## src/b64d_pkg.sv

```systemverilog
// Shared types, status codes and the character classifier for the base64 decoder.
// Depends on nothing; the front, queue, back and top modules import it.
package b64d_pkg;

  localparam logic [7:0] PAD_CHAR = 8'h3D;

  localparam logic [2:0] ST_OK        = 3'd0;
  localparam logic [2:0] ST_BAD_CHAR  = 3'd1;
  localparam logic [2:0] ST_EARLY_PAD = 3'd2;
  localparam logic [2:0] ST_AFTER_PAD = 3'd3;
  localparam logic [2:0] ST_BAD_LEN   = 3'd4;

  localparam int QUEUE_DEPTH = 2;
  localparam int QPTR_W      = $clog2(QUEUE_DEPTH);
  localparam int QCNT_W      = $clog2(QUEUE_DEPTH + 1);

  // One queued job for the back end: a decoded group or a closing error.
  typedef struct packed {
    logic [23:0] group;    // three bytes, oldest highest; zero for an error
    logic [1:0]  count;    // number of results, 1 to 3
    logic [2:0]  status;
    logic        done;     // last result of this job closes the message
  } b64d_entry_t;

  typedef struct packed {
    logic full;
    logic empty;
  } b64d_qstat_t;

  typedef struct packed {
    logic       valid;
    logic [5:0] value;
  } b64d_sextet_t;

  function automatic b64d_sextet_t sextet_of(input logic [7:0] c);
    b64d_sextet_t r;
    logic [7:0]   t;
    r = '0;
    t = '0;
    if (c >= 8'h41 && c <= 8'h5A) begin
      t = c - 8'h41;
      r = {1'b1, t[5:0]};
    end else if (c >= 8'h61 && c <= 8'h7A) begin
      t = c - 8'h61 + 8'd26;
      r = {1'b1, t[5:0]};
    end else if (c >= 8'h30 && c <= 8'h39) begin
      t = c - 8'h30 + 8'd52;
      r = {1'b1, t[5:0]};
    end else if (c == 8'h2B) begin
      r = {1'b1, 6'd62};
    end else if (c == 8'h2F) begin
      r = {1'b1, 6'd63};
    end
    return r;
  endfunction

endpackage

```

## src/base64_stream_decoder_core.sv

```systemverilog
// Base64 stream decoder top level: front end, job queue, back end.
// Throughput: one character accepted per cycle while the queue has room; one result leaves
// per cycle while the sink is ready, so a full group gives three results in all.
// A group's job is queued with its last character and offered once it heads the queue.
// Reset (rst, synchronous, active high) clears group state, error state and the queue.
module base64_stream_decoder_core (
  input  logic       clk,
  input  logic       rst,
  input  logic       in_valid,
  output logic       in_ready,
  input  logic [7:0] symbol,
  input  logic       end_of_text,
  output logic       out_valid,
  input  logic       out_ready,
  output logic [7:0] data_byte,
  output logic [2:0] status,
  output logic       message_done,
  output logic       run_end
);
  import b64d_pkg::*;

  logic        in_take;
  logic        push;
  logic        pop;
  b64d_entry_t job;
  b64d_entry_t head;
  b64d_qstat_t qstat;

  // Accept whenever the queue can take a job; a character that causes no
  // result simply advances the front-end state.
  assign in_ready = !qstat.full;
  assign in_take  = in_valid && in_ready;

  b64d_front u_front (
    .clk         (clk),
    .rst         (rst),
    .take        (in_take),
    .symbol      (symbol),
    .end_of_text (end_of_text),
    .push        (push),
    .job         (job)
  );

  // The queue parts the two sides: hold finished jobs while the sink stalls.
  b64d_queue u_queue (
    .clk      (clk),
    .rst      (rst),
    .push     (push),
    .wr_entry (job),
    .pop      (pop),
    .rd_entry (head),
    .stat     (qstat)
  );

  assign out_valid = !qstat.empty;

  // Drain the head job one transaction at a time; drop it after its last result.
  b64d_back u_back (
    .clk          (clk),
    .rst          (rst),
    .head         (head),
    .have_job     (out_valid),
    .take         (out_ready),
    .pop          (pop),
    .data_byte    (data_byte),
    .status       (status),
    .message_done (message_done),
    .run_end      (run_end)
  );

endmodule

```

## src/b64d_front.sv

```systemverilog
// Front end: classify each character, track group state and errors,
// and produce one queue job when a character causes results. Uses b64d_pkg.
module b64d_front (
  input  logic                 clk,
  input  logic                 rst,
  input  logic                 take,
  input  logic [7:0]           symbol,
  input  logic                 end_of_text,
  output logic                 push,
  output b64d_pkg::b64d_entry_t job
);
  import b64d_pkg::*;

  logic [1:0]   slot_count, slot_count_next;
  logic [17:0]  sextet_store, sextet_store_next;
  logic [1:0]   pad_count, pad_count_next;
  logic         padded_group_seen, padded_group_seen_next;
  logic [2:0]   error_code, error_code_next;
  logic [5:0]   v;
  logic         emit;
  b64d_sextet_t dec;

  assign dec = sextet_of(symbol);

  always_comb begin
    slot_count_next        = slot_count;
    sextet_store_next      = sextet_store;
    pad_count_next         = pad_count;
    padded_group_seen_next = padded_group_seen;
    error_code_next        = error_code;
    v                      = '0;
    emit                   = 1'b0;
    job                    = '0;
    if (error_code == ST_OK) begin
      if (padded_group_seen) begin
        error_code_next = ST_AFTER_PAD;
      end else if (symbol == PAD_CHAR) begin
        if (slot_count < 2'd2) error_code_next = ST_EARLY_PAD;
        else pad_count_next = pad_count + 2'd1;
      end else if (!dec.valid) begin
        error_code_next = ST_BAD_CHAR;
      end else if (pad_count != 2'd0) begin
        error_code_next = ST_AFTER_PAD;
      end else begin
        v = dec.value;
      end
      if (error_code_next == ST_OK) begin
        if (slot_count != 2'd3) begin
          sextet_store_next = {sextet_store[11:0], v};
          slot_count_next   = slot_count + 2'd1;
          if (end_of_text) error_code_next = ST_BAD_LEN;
        end else begin
          emit                   = 1'b1;
          job.group              = {sextet_store, v};
          job.count              = 2'd3 - pad_count_next;
          job.status             = ST_OK;
          job.done               = end_of_text;
          padded_group_seen_next = (pad_count_next != 2'd0);
          slot_count_next        = '0;
          sextet_store_next      = '0;
          pad_count_next         = '0;
        end
      end
    end
    if (end_of_text) begin
      if (error_code_next != ST_OK) begin
        emit       = 1'b1;
        job.group  = '0;
        job.count  = 2'd1;
        job.status = error_code_next;
        job.done   = 1'b1;
      end
      slot_count_next        = '0;
      sextet_store_next      = '0;
      pad_count_next         = '0;
      padded_group_seen_next = 1'b0;
      error_code_next        = ST_OK;
    end
  end

  assign push = take && emit;

  always_ff @(posedge clk) begin
    if (rst) begin
      slot_count        <= '0;
      sextet_store      <= '0;
      pad_count         <= '0;
      padded_group_seen <= 1'b0;
      error_code        <= ST_OK;
    end else if (take) begin
      slot_count        <= slot_count_next;
      sextet_store      <= sextet_store_next;
      pad_count         <= pad_count_next;
      padded_group_seen <= padded_group_seen_next;
      error_code        <= error_code_next;
    end
  end

endmodule

```

## src/b64d_queue.sv

```systemverilog
// Short job queue between the front and back ends.
// Uses b64d_pkg for the entry type and depth.
module b64d_queue (
  input  logic                  clk,
  input  logic                  rst,
  input  logic                  push,
  input  b64d_pkg::b64d_entry_t wr_entry,
  input  logic                  pop,
  output b64d_pkg::b64d_entry_t rd_entry,
  output b64d_pkg::b64d_qstat_t stat
);
  import b64d_pkg::*;

  b64d_entry_t        entries [QUEUE_DEPTH];
  logic [QPTR_W-1:0]  wr_ptr;
  logic [QPTR_W-1:0]  rd_ptr;
  logic [QCNT_W-1:0]  fill;

  assign stat.full  = (fill == QCNT_W'(QUEUE_DEPTH));
  assign stat.empty = (fill == '0);
  assign rd_entry   = entries[rd_ptr];

  always_ff @(posedge clk) begin
    if (push) entries[wr_ptr] <= wr_entry;
  end

  always_ff @(posedge clk) begin
    if (rst) begin
      wr_ptr <= '0;
      rd_ptr <= '0;
      fill   <= '0;
    end else begin
      if (push) wr_ptr <= wr_ptr + 1'b1;
      if (pop)  rd_ptr <= rd_ptr + 1'b1;
      unique case ({push, pop})
        2'b10:   fill <= fill + 1'b1;
        2'b01:   fill <= fill - 1'b1;
        default: fill <= fill;
      endcase
    end
  end

endmodule

```

## src/b64d_back.sv

```systemverilog
// Back end: step through the head job of the queue, one result per transaction.
// Uses b64d_pkg for the entry type.
module b64d_back (
  input  logic                  clk,
  input  logic                  rst,
  input  b64d_pkg::b64d_entry_t head,
  input  logic                  have_job,
  input  logic                  take,
  output logic                  pop,
  output logic [7:0]            data_byte,
  output logic [2:0]            status,
  output logic                  message_done,
  output logic                  run_end
);
  import b64d_pkg::*;

  logic [1:0] idx;

  always_comb begin
    unique case (idx)
      2'd0:    data_byte = head.group[23:16];
      2'd1:    data_byte = head.group[15:8];
      default: data_byte = head.group[7:0];
    endcase
  end

  assign status       = head.status;
  assign run_end      = (idx == head.count - 2'd1);
  assign message_done = run_end && head.done;
  assign pop          = have_job && take && run_end;

  always_ff @(posedge clk) begin
    if (rst) begin
      idx <= '0;
    end else if (have_job && take) begin
      idx <= run_end ? 2'd0 : idx + 2'd1;
    end
  end

endmodule
```

## config.mk

```make
export PLATFORM = sky130hd
export DESIGN_NAME = base64_stream_decoder_core
export DESIGN_NICKNAME = d
export VERILOG_FILES = /design/src/b64d_pkg.sv /design/src/base64_stream_decoder_core.sv /design/src/b64d_front.sv /design/src/b64d_queue.sv /design/src/b64d_back.sv
export SDC_FILE = /design/constraint.sdc
export NUM_CORES = 1
export LEC_CHECK = 0
export BUFFER_PORTS_ARGS = -buffer_cell sky130_fd_sc_hd__buf_2
export CELL_PAD_IN_SITES_DETAIL_PLACEMENT = 1
export CELL_PAD_IN_SITES_GLOBAL_PLACEMENT = 1
export CORE_MARGIN = 3
export CORE_UTILIZATION = 35
export CTS_CLUSTER_DIAMETER = 30
export DETAILED_ROUTE_END_ITERATION = 6
export PLACE_DENSITY_LB_ADDON = 0.1
export SYNTH_ARGS = -nofsm -noshare
export SYNTH_HDL_FRONTEND = slang
export SYNTH_SLANG_ARGS = --single-unit
```

## constraint.sdc

```tcl
create_clock -name clk -period 5.79 [get_ports clk]
set_input_delay 0.579 -clock clk [delete_from_list [all_inputs] [get_ports clk]]
set_output_delay 0.579 -clock clk [all_outputs]
set_load 0.01 [all_outputs]
```

==> results of run 1 <==
-- per-layer routing --
layer  vias up  wire, um  share of wire (%)  track usage (%)
li1       1622         -                  -                -
met2        49      5223                 47            25.60
met4         0       144                1.3            5.252
met1      1625      5509                 49            21.38
met5         -         0                  0                0
met3        12       254                2.3            2.890
-- worst max-delay path, stage by stage --
cell                        delay, ns
sky130_fd_sc_hd__buf_2           0.14
sky130_fd_sc_hd__inv_1           0.15
sky130_fd_sc_hd__ha_1            0.29
sky130_fd_sc_hd__nor2b_1         0.15
sky130_fd_sc_hd__o21ai_0         0.35
sky130_fd_sc_hd__a21oi_2         0.20
sky130_fd_sc_hd__a2111oi_4       0.53
sky130_fd_sc_hd__o211a_4         0.26
sky130_fd_sc_hd__nand3_1         0.20
sky130_fd_sc_hd__a21o_1          0.29
sky130_fd_sc_hd__ha_1            0.35
sky130_fd_sc_hd__or3_1           0.39
sky130_fd_sc_hd__a21oi_1         0.14
-- cell usage after synthesis, types with 3 or more instances --
cell type                  number
sky130_fd_sc_hd__o21a_1         3
sky130_fd_sc_hd__a21oi_1       24
sky130_fd_sc_hd__a31oi_1       10
sky130_fd_sc_hd__a21o_1         3
sky130_fd_sc_hd__clkbuf_1      18
sky130_fd_sc_hd__nor2_1        26
sky130_fd_sc_hd__mux2_2         4
sky130_fd_sc_hd__a211oi_1       9
sky130_fd_sc_hd__a22o_1         7
sky130_fd_sc_hd__o211ai_1       3
sky130_fd_sc_hd__mux2i_1       23
sky130_fd_sc_hd__and3_1         5
sky130_fd_sc_hd__dfxtp_1       33
sky130_fd_sc_hd__edfxtp_1      60
sky130_fd_sc_hd__ha_1          13
sky130_fd_sc_hd__nand3_1        5
sky130_fd_sc_hd__nor3_1         6
sky130_fd_sc_hd__inv_1         19
sky130_fd_sc_hd__xnor2_1        7
sky130_fd_sc_hd__nand2_1       60
sky130_fd_sc_hd__and2_1        18
sky130_fd_sc_hd__nand4_1        5
sky130_fd_sc_hd__a22oi_1        8
sky130_fd_sc_hd__nand2b_1       8
sky130_fd_sc_hd__o21ai_0       10
-- kinds of logic (layout without fill, tap and decap cells) --
group           after synthesis  after routing  synth area share [%]
buf+inv                      41             66                 3.519
compound gates              100            100                 16.17
mux                          27             27                 5.911
xor+xnor                      8              8                 1.505
flops                        93             93                 52.87
simple gates                151            151                 16.52
fa+ha+maj                    13             13                 3.493
-- power groups by stage --
stage          registers [mW]  clock network [mW]  logic [mW]
3_3_place_gp            0.760                   0       0.199
3_5_place_dp            0.761                   0       0.201
6_report                0.746               0.550       0.198
4_1_cts                 0.746               0.565       0.202
5_1_grt                 0.749               0.596       0.221
2_1_floorplan           0.754                   0       0.141
-- area by class of cell --
cell class                      count  share of cell area (%)
Sequential cell                    93                   47.07
Multi-Input combinational cell    299                   39.01
Timing Repair Buffer               30                   3.014
Tap cell                          172                   4.114
Clock buffer                       13                   4.975
Clock inverter                      3                  0.3827
Inverter                           20                   1.435
-- worst max-delay path by stage --
stage / end / cells past startpoint / slack (ns)
after floorplan: u_queue.entries[0][0] / 10 / 1.44
after detailed placement: u_queue.fill[1] / 13 / 1.71
after global routing: u_queue.fill[1] / 13 / 1.82
final: u_queue.fill[1] / 13 / 2.05
after global placement: u_queue.fill[1] / 13 / 1.81
after CTS: u_queue.fill[1] / 13 / 2.08
-- flip-flops by register name, summed over array words and instances, names as in the netlist, named ones only --
| signal | count |
|---|---|
| u_front.padded_group_seen | 1 |
| u_queue.entries | 60 |
| u_front.slot_count | 2 |
| u_queue.rd_ptr | 1 |
| u_queue.wr_ptr | 1 |
| u_front.pad_count | 2 |
| u_back.idx | 2 |
| u_queue.fill | 2 |
| u_front.sextet_store | 18 |
| u_front.error_code | 3 |
-- per-stage QoR --
step           utilization, %  power, mW  cell area [um2]  hold WS, ns  worst slack [ns]
2_1_floorplan               -     0.8954             4657       0.4301             1.443
3_3_place_gp            38.60     0.9586             4951       0.4390             1.805
3_5_place_dp            38.60     0.9621             4951       0.4461             1.706
4_1_cts                 40.79      1.513             5231       0.4602             2.075
5_1_grt                 40.79      1.565             5231       0.4873             1.817
6_report                40.79      1.493             5231       0.4609             2.049
==> results by stage, run 1 <==
Logic synthesis:
- The number of flops mapped to enable cells by yosys is 60.
- The number of distinct library cells after synthesis is 62.
- The register area share after synthesis is around 53%.
- The top cell type by area accounts for about two fifths of the synthesized area.
- After synthesis, the cell types taking the most area are sky130_fd_sc_hd__edfxtp_1, sky130_fd_sc_hd__dfxtp_1, sky130_fd_sc_hd__mux2i_1.
- The fraction of registers with async set or reset after synthesis is 0%.
- Synthesis produced a netlist with a net count of between 400 and 500.
- After synthesis the netlist holds a flip-flop and latch count of 93.
- The cell area that synthesis handed to floorplanning was between 4000 and 5000 um2.
- The predominant post-synthesis flop cell is sky130_fd_sc_hd__edfxtp_1.
- The number of cells produced by synthesis is 433.
- The number of warning messages in the yosys log is 0.
- The mean area per synthesized cell is around 11 um2.
- The largest total area in the synthesized netlist belongs to sky130_fd_sc_hd__edfxtp_1.

Placement:
- Once detailed placement completed, the half-perimeter wirelength came to a little under 8 mm.
- Routability-driven placement finished with a final weighted congestion of between 0.8 and 0.9.
- The placed instance count is slightly above 600.
- The count of buffers from port buffering is 27.

Status:
- The flow ran to the end, and the final reports show no timing, DRC or antenna violations.

Power:
- Power spread over the standard cell area amounts to about 290 nW/um2.
- The total net switching power is roughly 370 uW.
- In this run the static leakage power is 1.876 nW.
- The internal portion of the total power is between 1 and 1.5 mW.
- Registers are responsible for 49.9% of the overall power.
- The clock network is responsible for 36.8% of the overall power.
- The largest voltage drop on the vdd net is a little under 100 uV.
- In this run switching power makes up roughly a quarter of total power.
- The combinational power share is a little over an eighth.

Setup path:
- The endpoint type of the worst setup path is a register.
- The critical setup path kind is in2reg.
- The setup slack of the worst register-to-register path is 2.88 ns.
- The worst setup path startpoint is symbol[2].
- The path depth of the worst reg2reg path is 8.
- Of all nets on the critical path, the largest fanout is 7.
- For the worst setup path, the data required time is around 6.1 ns.
- The capturing point of the worst reg2reg path is u_queue.fill[1].
- The arrival time of data at the critical path endpoint is roughly 4 ns.
- The sort of element at the start of the critical path is a primary input.

Cells and area:
- The final standard cell count with taps included and fillers excluded is 630.
- The post-synthesis to final-layout area growth is 12.33%.
- The diode insertion count for antenna repair is 0.
- The area taken by flip-flops and latches is 2462 um2.
- The area occupied by multi-input gates is between 2000 and 2500 um2.
- The filler cells instantiated in the layout total approximately 1,400.
- Cells with a size suffix above 1 make up 14.85% of the layout.
- The net count of the finished layout is roughly 480.
- Leaving out fill and tap cells, the most frequent cells in the layout are sky130_fd_sc_hd__nand2_1, sky130_fd_sc_hd__edfxtp_1, sky130_fd_sc_hd__dfxtp_1, sky130_fd_sc_hd__buf_2.

Routing:
- For this run, the detailed router's first-pass iteration total came to 4.
- After detailed routing, the number of vias per cell comes to 5.251.
- The wire length after detailed routing is around 11 mm.
- The initial detailed-routing violation count is ~180.
- Dividing the detail-routed wire length by the instance count gives around 18 um.
- For this run, design rule violations remaining after detail routing come to 0.
- The total via count in the routed design is ~3,300.
- The count of nets left with antenna violations once routing finished came out at 0.

Timing:
- Setup violations remaining at the end of the flow were counted as 0.
- The maximum clock frequency is 0.2673 GHz.
- At the pin with the least slew margin, the transition time is about 1.1 ns.
- The part of the cycle the worst path needs is between 60% and 70%.
- In this run the tightest slew margin relative to its limit is approximately 27%.
- The clock tree skew after final layout is slightly below 0.01 ns.
- The number of slew-limit violations in the final report is 0.
- The number of failing hold endpoints at the final stage is 0.
- Setup repair after global routing left no endpoint under its margin.
- The summed negative setup slack over all endpoints is 0 ns.
- Counting I/O delays and the setup requirement, the final critical path takes around 3.7 ns.

Floorplan:
- The area of the core is approximately 13,000 um2.
- The die area is 14,730 um2.
- The die boundary height is roughly 120 um.
- The initial utilization of the core area, before any placement, comes to approximately 36%.
- The die outline width is 121.4 um.
- The number of top-level design ports is 28.
- In this run the core area contains between 40 and 50 standard-cell rows.

Hold path:
- The worst hold path endpoint is u_front.sextet_store[17].
- The path type of the worst min-delay path is reg2reg.
- Along the worst hold path, the cell count comes to 2.
- The source of the worst hold timing path is u_front.sextet_store[17].

Clock network:
- In this run the number of H-tree levels came out at 3.
- After clock tree synthesis, the setup repair step added 0 buffers.
- The CTS tree is done.
- Clock-pin slew was measured on the worst setup and hold paths at 0.07 ns.
- The buffer cell driving the clock tree root is sky130_fd_sc_hd__clkbuf_16.
- The clock passes through at most 2 buffers.
- For this design, the sink count on the clock tree is 93.
- For the worst-skew pair, the clock arrives at the later sink with an insertion delay of 0.34 ns.
- Once the clock tree was built, the resizer swapped 0 gates to a different size.
- The quantity of hold-fixing buffers added after cts is 0.
- The total CTS buffers is 9.

Global route:
- The global-route wire length before repair is between 15 and 20 mm.
- Entering global routing, the biggest net connects 31 pins.
- The number of global-route vias before repair is about 3,400.
- In the global route stage, overall resource usage came out at 15.81%.
- The remaining global-route overflow is 0.
- The number of antenna violations at the first check in global routing came to 0.

Job:
- Max-cap violations in this run came to 0.
Note: power is estimated with default switching activity, not from simulation.
==> inputs of run 2 (changes only) <==
==> constraint.sdc (replaced) <==
create_clock -name clk -period 3.45 [get_ports clk]
set_input_delay 0.345 -clock clk [delete_from_list [all_inputs] [get_ports clk]]
set_output_delay 0.345 -clock clk [all_outputs]
set_load 0.01 [all_outputs]
==> results by stage, run 2 (same netlist as run 1, synthesis figures left out) <==
Status:
- The flow ran to the end, and the final reports show no timing, DRC or antenna violations.

Clock network:
- The sink count of the clock tree is 93.
- The CTS tree is done.
- The H-tree was split into 3 levels.
- Gates resized during post-CTS repair numbered 0.
- The buffer cell driving the clock tree root is sky130_fd_sc_hd__clkbuf_16.
- For the worst-skew pair, the clock arrives at the later sink with an insertion delay of between 0.3 and 0.4 ns.
- The total CTS buffers is 9.
- The buffer depth of the longest clock path is 2.
- The quantity of hold-fixing buffers added after cts is 0.
- The post-CTS clock slew at the launch and capture registers of the worst setup and hold paths is 0.06 ns.
- Buffers added to address setup during post-CTS repair amount to 0.

Power:
- For this design the static power due to leakage is 2.007 nW.
- The largest voltage drop on the vdd net is around 210 uV.
- For this design the ratio of total power to cell area is between 400 and 500 nW/um2.
- The design draws 2.648 mW.

Setup path:
- The critical path ends at u_queue.fill[1].
- The required time of the critical path is between 3 and 4 ns.
- STA puts the critical path data arrival time at roughly 3.4 ns.
- The worst setup path is captured at a register.
- Setup slack on the worst reg-to-reg path comes out at between 0.8 and 0.9 ns.
- The capturing point of the worst reg2reg path is u_queue.fill[1].
- The kind of cell with the highest combined delay along the critical path is compound AO/OA/AOI/OAI gates.
- Walking the worst path, the cells encountered are buf_2 > inv_1 > ha_1 > a21oi_1 > a41oi_2 > a221o_1 > a2111oi_4 > o211a_4 > nand3_1 > a21o_1 > ha_1 > or3_1 > a21oi_1.
- STA classifies the critical path startpoint as a primary input.
- The slowest cell on the critical path is sky130_fd_sc_hd__a221o_1.
- The path depth of the worst reg2reg path is 10.
- In this design, the stage delay of the slowest critical-path cell is approximately 0.44 ns.
- The worst-path maximum fanout is 6.
- The startpoint identified for the worst register-to-register timing path is u_front.pad_count[0].
- In this run the worst setup path begins at symbol[2].
- The setup path with the least slack is of type in2reg.
- The count of cell instances traversed by the critical path is 13.
- Counting both buffers and inverters, the worst setup path holds a total of 2.

Routing:
- The first TritonRoute pass finished after 4 iterations.
- The via-per-instance ratio is approximately 5.2.
- The average wire per standard cell is 17.62 um.
- Once detail routing completed, the nets flagged for antenna violations numbered 0.
- The initial detailed-routing violation count is between 200 and 250.
- For this run, design rule violations remaining after detail routing come to 0.
- For this block, the routed nets add up to about 11 mm of wire.
- The total via count in the routed design is around 3,400.

Timing:
- The number of failing hold endpoints at the final stage is 0.
- The number of slew-limit violations in the final report is 0.
- The setup-violating endpoint count in the final report is 0.
- After routing, the total negative slack on setup checks comes to 0 ns.
- The clock arrives with 0.009951 ns of skew.
- The worst relative slew slack is roughly half.
- The smallest clock period supported by the final layout is computed as approximately 3.1 ns.
- Setup repair after global routing left no endpoint under its margin.
- The maximum clock frequency is 0.3186 GHz.
- The part of the cycle the worst path needs is between 90 and 100%.
- The pin slew with the least headroom to its limit is 0.7738 ns.

Global route:
- The global-route wire length before repair is approximately 19 mm.
- The pin count of the biggest net entering global routing is 28.
- The number of global-route vias before repair is between 3,000 and 4,000.
- The remaining global-route overflow is 0.
- The number of antenna violations at the first check in global routing is 0.
- The overall routing resource usage is 16.51%.

Floorplan:
- The standard-cell row count is roughly 40.
- The starting density of the core is about 36%.
- During I/O placement, the number of pins put on the boundary was 28.
- The area of the core is approximately 13,000 um2.
- The die boundary height is about 120 um.
- The die area is between 10,000 and 15,000 um2.
- The die is 121.4 um wide.

Hold path:
- The depth of the worst hold-timing path is 3.
- The worst hold path belongs to the class in2reg.

Cells and area:
- The largest registers in the layout are u_queue.entries (60), u_front.sextet_store (18), u_front.error_code (3).
- Leaving out fill and tap cells, the most frequent cells in the layout are sky130_fd_sc_hd__nand2_1, sky130_fd_sc_hd__edfxtp_1, sky130_fd_sc_hd__dfxtp_1, sky130_fd_sc_hd__buf_2.
- Of the cells placed in the final design, the portion with a size suffix greater than 1 is between 10% and 20%.
- The number of fill cells is 1,423.
- The area growth from synthesis to layout is 17.22%.
- The register with the most flip-flops in the layout has 60 of them.
- The area occupied by multi-input gates is 2041 um2.
- The final net count is between 500 and 600.
- The diode insertion count for antenna repair is 0.
- The most flop-heavy register is u_queue.entries.
- The sequential cells in the finished layout cover a total of 2462 um2.

Placement:
- The count of buffers from port buffering is 27.
- The estimated wirelength of the detail-placed design is 8.494 mm.
- At the end of routability-driven placement, the weighted congestion stood at approximately 0.9.

Job:
- The tool flagged a number of max-cap violations equal to 0.
run 2: worst min-delay path: stages:
cell,delay (ns)
sky130_fd_sc_hd__buf_2,0.11
sky130_fd_sc_hd__nand4_1,0.08
sky130_fd_sc_hd__a21oi_1,0.05
run 2: layer usage:
layer / wire (um) / global-route usage (%) / share of wire (%)
met5: 0 / 0 / 0
met1: 5610 / 22.86 / 49
met4: 116 / 4.972 / 1.0
met2: 5547 / 26.80 / 48
met3: 215 / 2.424 / 1.9
run 2: worst min path at each step:
stage,startpoint,end,slack (ns)
finish,out_ready,u_back.idx[0],0.30
global route,out_ready,u_back.idx[0],0.31
CTS,out_ready,u_back.idx[0],0.30
detailed placement,u_front.sextet_store[16],u_front.sextet_store[16],0.45
global placement,u_front.sextet_store[15],u_front.sextet_store[15],0.44
floorplan,u_front.sextet_store[12],u_front.sextet_store[12],0.43
run 2: layout make-up:
cell class / count / area share, %
sequential: 93 / 45.11
multi-input combinational: 299 / 37.38
timing repair buffer: 52 / 6.372
clock buffer: 11 / 4.630
tap: 172 / 3.942
inverter: 20 / 1.375
clock inverter: 5 / 1.192
run 2: where the power goes:
group	internal, mW	switching (mW)	total [mW]
logic	0.144	0.217	0.361
registers	1.23	0.0239	1.25
clock network	0.609	0.428	1.04
total	1.98	0.669	2.65
run 2: through the flow:
step | instances | hold slack, ns | worst slack, ns | area, um2 | util [%]
after floorplan | 433 | 0.4301 | -0.1771 | 4662 | -
after detailed placement | 636 | 0.4548 | -0.003781 | 5141 | 40.09
after global routing | 652 | 0.3098 | 0.1065 | 5459 | 42.57
after CTS | 652 | 0.2983 | 0.3177 | 5459 | 42.57
final | 652 | 0.3046 | 0.3116 | 5459 | 42.57
after global placement | 636 | 0.4396 | 0.1050 | 5141 | 40.09
